## config.mk

```make
export PLATFORM = sky130hd
export DESIGN_NAME = hsw_ctrl
export DESIGN_NICKNAME = d
export VERILOG_FILES = /design/src/design/hsw_pkg.sv /design/src/design/hsw_ctrl.sv
export SDC_FILE = /design/constraint.sdc
export NUM_CORES = 1
export LEC_CHECK = 0
export BUFFER_PORTS_ARGS = -buffer_cell sky130_fd_sc_hd__buf_2
export CORE_AREA = 2 2 39 41
export DETAILED_ROUTE_END_ITERATION = 12
export DIE_AREA = 0 0 41 43
export GPL_TIMING_DRIVEN = 0
export PLACE_DENSITY = 0.4
export SLEW_MARGIN = 20
export SYNTH_ARGS = -nofsm -noshare
export SYNTH_HDL_FRONTEND = slang
export SYNTH_SLANG_ARGS = --single-unit
```

## constraint.sdc

```tcl
create_clock -name clk -period 1.1 [get_ports clk]
set_input_delay 0.165 -clock clk [delete_from_list [all_inputs] [get_ports clk]]
set_output_delay 0.165 -clock clk [all_outputs]
set_load 0.02 [all_outputs]
```

## src/design/hsw_pkg.sv

```systemverilog
// hsw_pkg: shared types and constants of the heightmap steepness window
// used by hsw_ctrl, hsw_datapath and the top level
`timescale 1ns / 1ps

package hsw_pkg;

	// configuration register indexes
	localparam logic [1:0] CFG_IMAGE_WIDTH  = 2'd0;
	localparam logic [1:0] CFG_IMAGE_HEIGHT = 2'd1;
	localparam logic [1:0] CFG_STEEP_COEF   = 2'd2;

	localparam int CFG_IDX_W  = 2;
	localparam int CFG_DATA_W = 16;

	// configuration reset values
	localparam logic [10:0] WIDTH_RST  = 11'd1024;
	localparam logic [15:0] HEIGHT_RST = 16'd1024;
	localparam logic [11:0] COEF_RST   = 12'd256;

	// result slots in emission order
	localparam logic [1:0] SLOT_DIAG = 2'd0;  // (r-1, c-1), five-way average
	localparam logic [1:0] SLOT_UP   = 2'd1;  // (r-1, c) on the last column
	localparam logic [1:0] SLOT_LEFT = 2'd2;  // (r, c-1) on the last row
	localparam logic [1:0] SLOT_SELF = 2'd3;  // (r, c) on the final pixel

	// saturation limits (255 times the divisor) and reciprocals
	localparam logic [13:0] SAT_DIV5 = 14'd1275;
	localparam logic [13:0] SAT_DIV3 = 14'd765;
	localparam logic [13:0] SAT_DIV2 = 14'd510;
	localparam logic [10:0] RECIP5   = 11'd1639;  // 2^13 / 5, exact below 2730
	localparam logic [10:0] RECIP3   = 11'd683;   // 2^11 / 3, exact below 2048

	typedef enum logic [2:0] {
		ST_IDLE,
		ST_SEL,
		ST_FIN,
		ST_OUT,
		ST_UPD
	} state_t;

	// controller to datapath commands
	typedef struct packed {
		logic capture;  // input transfer: latch sample, counters, row store read
		logic mul;      // pick next pending slot, register operands and product
		logic fin;      // scale, divide and clamp into the output register
		logic clear;    // output transfer: drop the delivered slot
		logic update;   // write row store, shift window, advance counters
	} ctrl_cmd_t;

	// datapath to controller status
	typedef struct packed {
		logic pend_any;  // results still to emit for the current pixel
	} ctrl_sts_t;

endpackage

```

## src/design/hsw_ctrl.sv

```systemverilog
// hsw_ctrl: sequencer of the steepness window
// depends on hsw_pkg for state and command types
`timescale 1ns / 1ps

module hsw_ctrl (
	input  logic               clk,
	input  logic               arst_n,
	input  logic               s_tvalid,
	output logic               s_tready,
	output logic               m_tvalid,
	input  logic               m_tready,
	output hsw_pkg::ctrl_cmd_t cmd,
	input  hsw_pkg::ctrl_sts_t sts
);
	import hsw_pkg::*;

	state_t state_q;
	state_t state_nxt;

	// state register
	always_ff @(posedge clk or negedge arst_n) begin
		if (!arst_n) begin
			state_q <= ST_IDLE;
		end else begin
			state_q <= state_nxt;
		end
	end

	// next state
	always_comb begin
		state_nxt = state_q;
		case (state_q)
			ST_IDLE: begin
				if (s_tvalid) state_nxt = ST_SEL;
			end
			ST_SEL: begin
				state_nxt = sts.pend_any ? ST_FIN : ST_UPD;
			end
			ST_FIN: begin
				state_nxt = ST_OUT;
			end
			ST_OUT: begin
				if (m_tready) state_nxt = ST_SEL;
			end
			ST_UPD: begin
				state_nxt = ST_IDLE;
			end
			default: begin
				state_nxt = ST_IDLE;
			end
		endcase
	end

	// outputs and commands
	always_comb begin
		s_tready    = 1'b0;
		m_tvalid    = 1'b0;
		cmd         = '0;
		case (state_q)
			ST_IDLE: begin
				s_tready    = 1'b1;
				cmd.capture = s_tvalid;
			end
			ST_SEL: begin
				cmd.mul = sts.pend_any;
			end
			ST_FIN: begin
				cmd.fin = 1'b1;
			end
			ST_OUT: begin
				m_tvalid  = 1'b1;
				cmd.clear = m_tready;
			end
			ST_UPD: begin
				cmd.update = 1'b1;
			end
			default: begin
				cmd = '0;
			end
		endcase
	end

endmodule

```

==> flow_metrics.py <==
metrics = {
    "cells_and_area": {
        "final_nets": 42,
        "largest_reg_flops": 3,
        "top_regs": "state_q: 3 flops",
        "drive_gt1_share_pct": 77.8,
        "final_cell_mix": "6 x buf_6, 5 x buf_2, 4 x buf_4",
        "layout_commonest_cell": "buf_6",
        "largest_register": "state_q",
        "stdcell_count": 52,
        "diodes": 0,
        "utilization_pct": 27.4,
        "syn_to_final_growth_pct": 123,
    },
    "yosys": {
        "yosysWarnings": 0,
        "synth.area.top_cells": "dfrtp_1 44%, and4bb_4 9.6%, and2_1 7.4%",
        "synth_top_area_cell": "dfrtp_1",
        "syn-mean-instance-area_um2": 10.6,
        "synth_cell_type_count": 12,
        "synth_nets": 21,
        "synth_top_area_share_pct": 44.1,
        "synthCells": 16,
        "syn_area_um2": 170,
        "synth-seq-cells": 3,
        "seq_area_frac_synth_pct": 44.1,
    },
    "timing": {
        "setup_viol": 8,
        "min_period_ps": 1320,
        "post-route-worst-setup-slack_ps": -225,
        "fin_crit_sh_pct": 120,
        "finalHoldViolCount": 0,
        "tns_ps": -1270,
        "maxSlewHeadroom_pct": 82.6,
        "finClkSkew_ps": 0.828,
        "tightest_slew_ps": 257,
        "slew_violations": 0,
        "rsz0062_at_grt": "true",
        "holdWs_ps": 110,
        "fmax_ghz": 0.755,
    },
    "outcome": {
        "outcome": "complete, but fails checks",
        "violations": "negative setup slack",
    },
    "placed_design": {
        "placedCellCount": 43,
        "gp_congestion": 0.638,
        "numPortBuffers": 11,
    },
    "floorplanning": {
        "initial_utilization_pct": 12.3,
        "fp-row-count": 14,
        "die_y_um": 43,
        "core-area_mm2": 0.00138,
        "die-area_mm2": 0.00176,
        "die_x_um": 41,
        "io_pins": 12,
    },
    "route": {
        "vias_per_cell": 3.87,
        "wire_per_inst_um": 10.0,
        "routed_wl_um": 520,
        "final_antenna_net_count": 0,
        "drc": 0,
        "first_pass_iters": 2,
        "drtIter0Drc": 1,
        "num_vias": 201,
    },
    "clock_tree": {
        "clk_latency_ps": 230,
        "clkTransAtPathRegs_ps": 40,
        "clockRootBuffer": "clkbuf_4",
        "clockBufferDepth": 2,
        "numCtsBuffers": 3,
        "htreeDepth": 1,
        "cts_tree": "done",
        "cts.sink_count": 3,
    },
    "grt": {
        "grt_usage_pct": 6.74,
        "grt_start_max_net_pins": 7,
        "antenna_found_initial": 0,
        "grt_pass1_wl_um": 690,
        "grt.overflow.total": 0,
        "grt_pass1_vias": 185,
    },
    "setup_path": {
        "critPathKind": "flip-flop to output port",
        "start_kind": "flip-flop",
        "crit_required_ps": 940,
        "cp.arrival_ps": 1160,
        "critPathCaptureType": "output port",
        "critPathMaxFanout": 6,
    },
    "power_and_ir_drop": {
        "power_mw": 1.12,
        "ir_drop_uv": 825,
        "cellLeakagePower_nw": 0.173,
        "pwr_density_cell_mw_per_mm2": 2960,
    },
    "job": {
        "drv_cap": 0,
    },
    "hold_path": {
        "min_path_type": "primary input to flip-flop",
    },
}
cells in the mapped netlist:
| master | instances |
|---|---|
| nor3b_1 | 1 |
| nor2b_1 | 1 |
| nand2_1 | 1 |
| dfrtp_1 | 3 |
| and2_1 | 2 |
| inv_1 | 1 |
| nor4b_1 | 1 |
| a31o_1 | 1 |
| nor3_1 | 2 |
| o21a_1 | 1 |
| and3b_2 | 1 |
| and4bb_4 | 1 |
per-layer routing:
metal / vias up / wire, µm / track usage [%]
li1: 98 / - / -
met1: 87 / 211 / 6.15
met2: 14 / 237 / 8.44
met3: 2 / 57 / 3.14
met4: 0 / 14 / 10.0
met5: - / 0 / 0
cells by family (layout without fill, tap and decap cells):
group / Yosys count / after routing / share of synthesized area (%)
buffers and inverters: 1 / 21 / 2.20
and+or+nand+nor: 10 / 10 / 44.1
AOI/OAI and AO/OA: 2 / 2 / 9.56
DFF: 3 / 3 / 44.1
critical path, cell delays in order (launching register included):
cell and delay [ps]:
dfrtp_2 440, and3b_2 250, and2_4 130, buf_6 100
power breakdown:
group | total [mW] | internal [mW] | switching (mW)
sequential | 0.262 | 0.167 | 0.0949
clock | 0.194 | 0.136 | 0.0584
combinational | 0.666 | 0.392 | 0.274
cell type report:
cell class	instances	area [µm²]
Tap cell	16	20.0
Multi-Input combinational cell	12	118
Fill cell	150	1000
Timing Repair Buffer	16	133
Inverter	1	3.75
Clock buffer	4	26.3
Sequential cell	3	78.8
final timing paths:
kind,slack (ps),depth (start not counted),from,end
setup reg to reg,0,3,state_q[1]$_DFFE_PN0P_,state_q[2]$_DFFE_PN0P_
setup / recovery,-220,3,state_q[2]$_DFFE_PN0P_,cmd[1]
hold / removal,110,2,sts,state_q[2]$_DFFE_PN0P_
hold reg to reg,530,1,state_q[2]$_DFFE_PN0P_,state_q[2]$_DFFE_PN0P_
min in group asynchronous,250,2,arst_n,state_q[1]$_DFFE_PN0P_
max in group asynchronous,730,2,arst_n,state_q[0]$_DFFE_PN0P_
what timing repair did:
item	CTS	global route
endpoints found under the setup margin	7	7
setup buffers	2	2
hold endpoints to repair	3	0
gates resized for setup	12	5
pin swaps	3	3
hold buffers	1	0
through the flow:
step | setup WS [ps] | area, µm²
floorplan | -60.0 | 190
global placement | -84.6 | 265
detailed placement | -98.0 | 265
CTS | -238 | 348
global route | -277 | 379
finish | -225 | 379
Note: power is estimated with default switching activity, not from simulation.
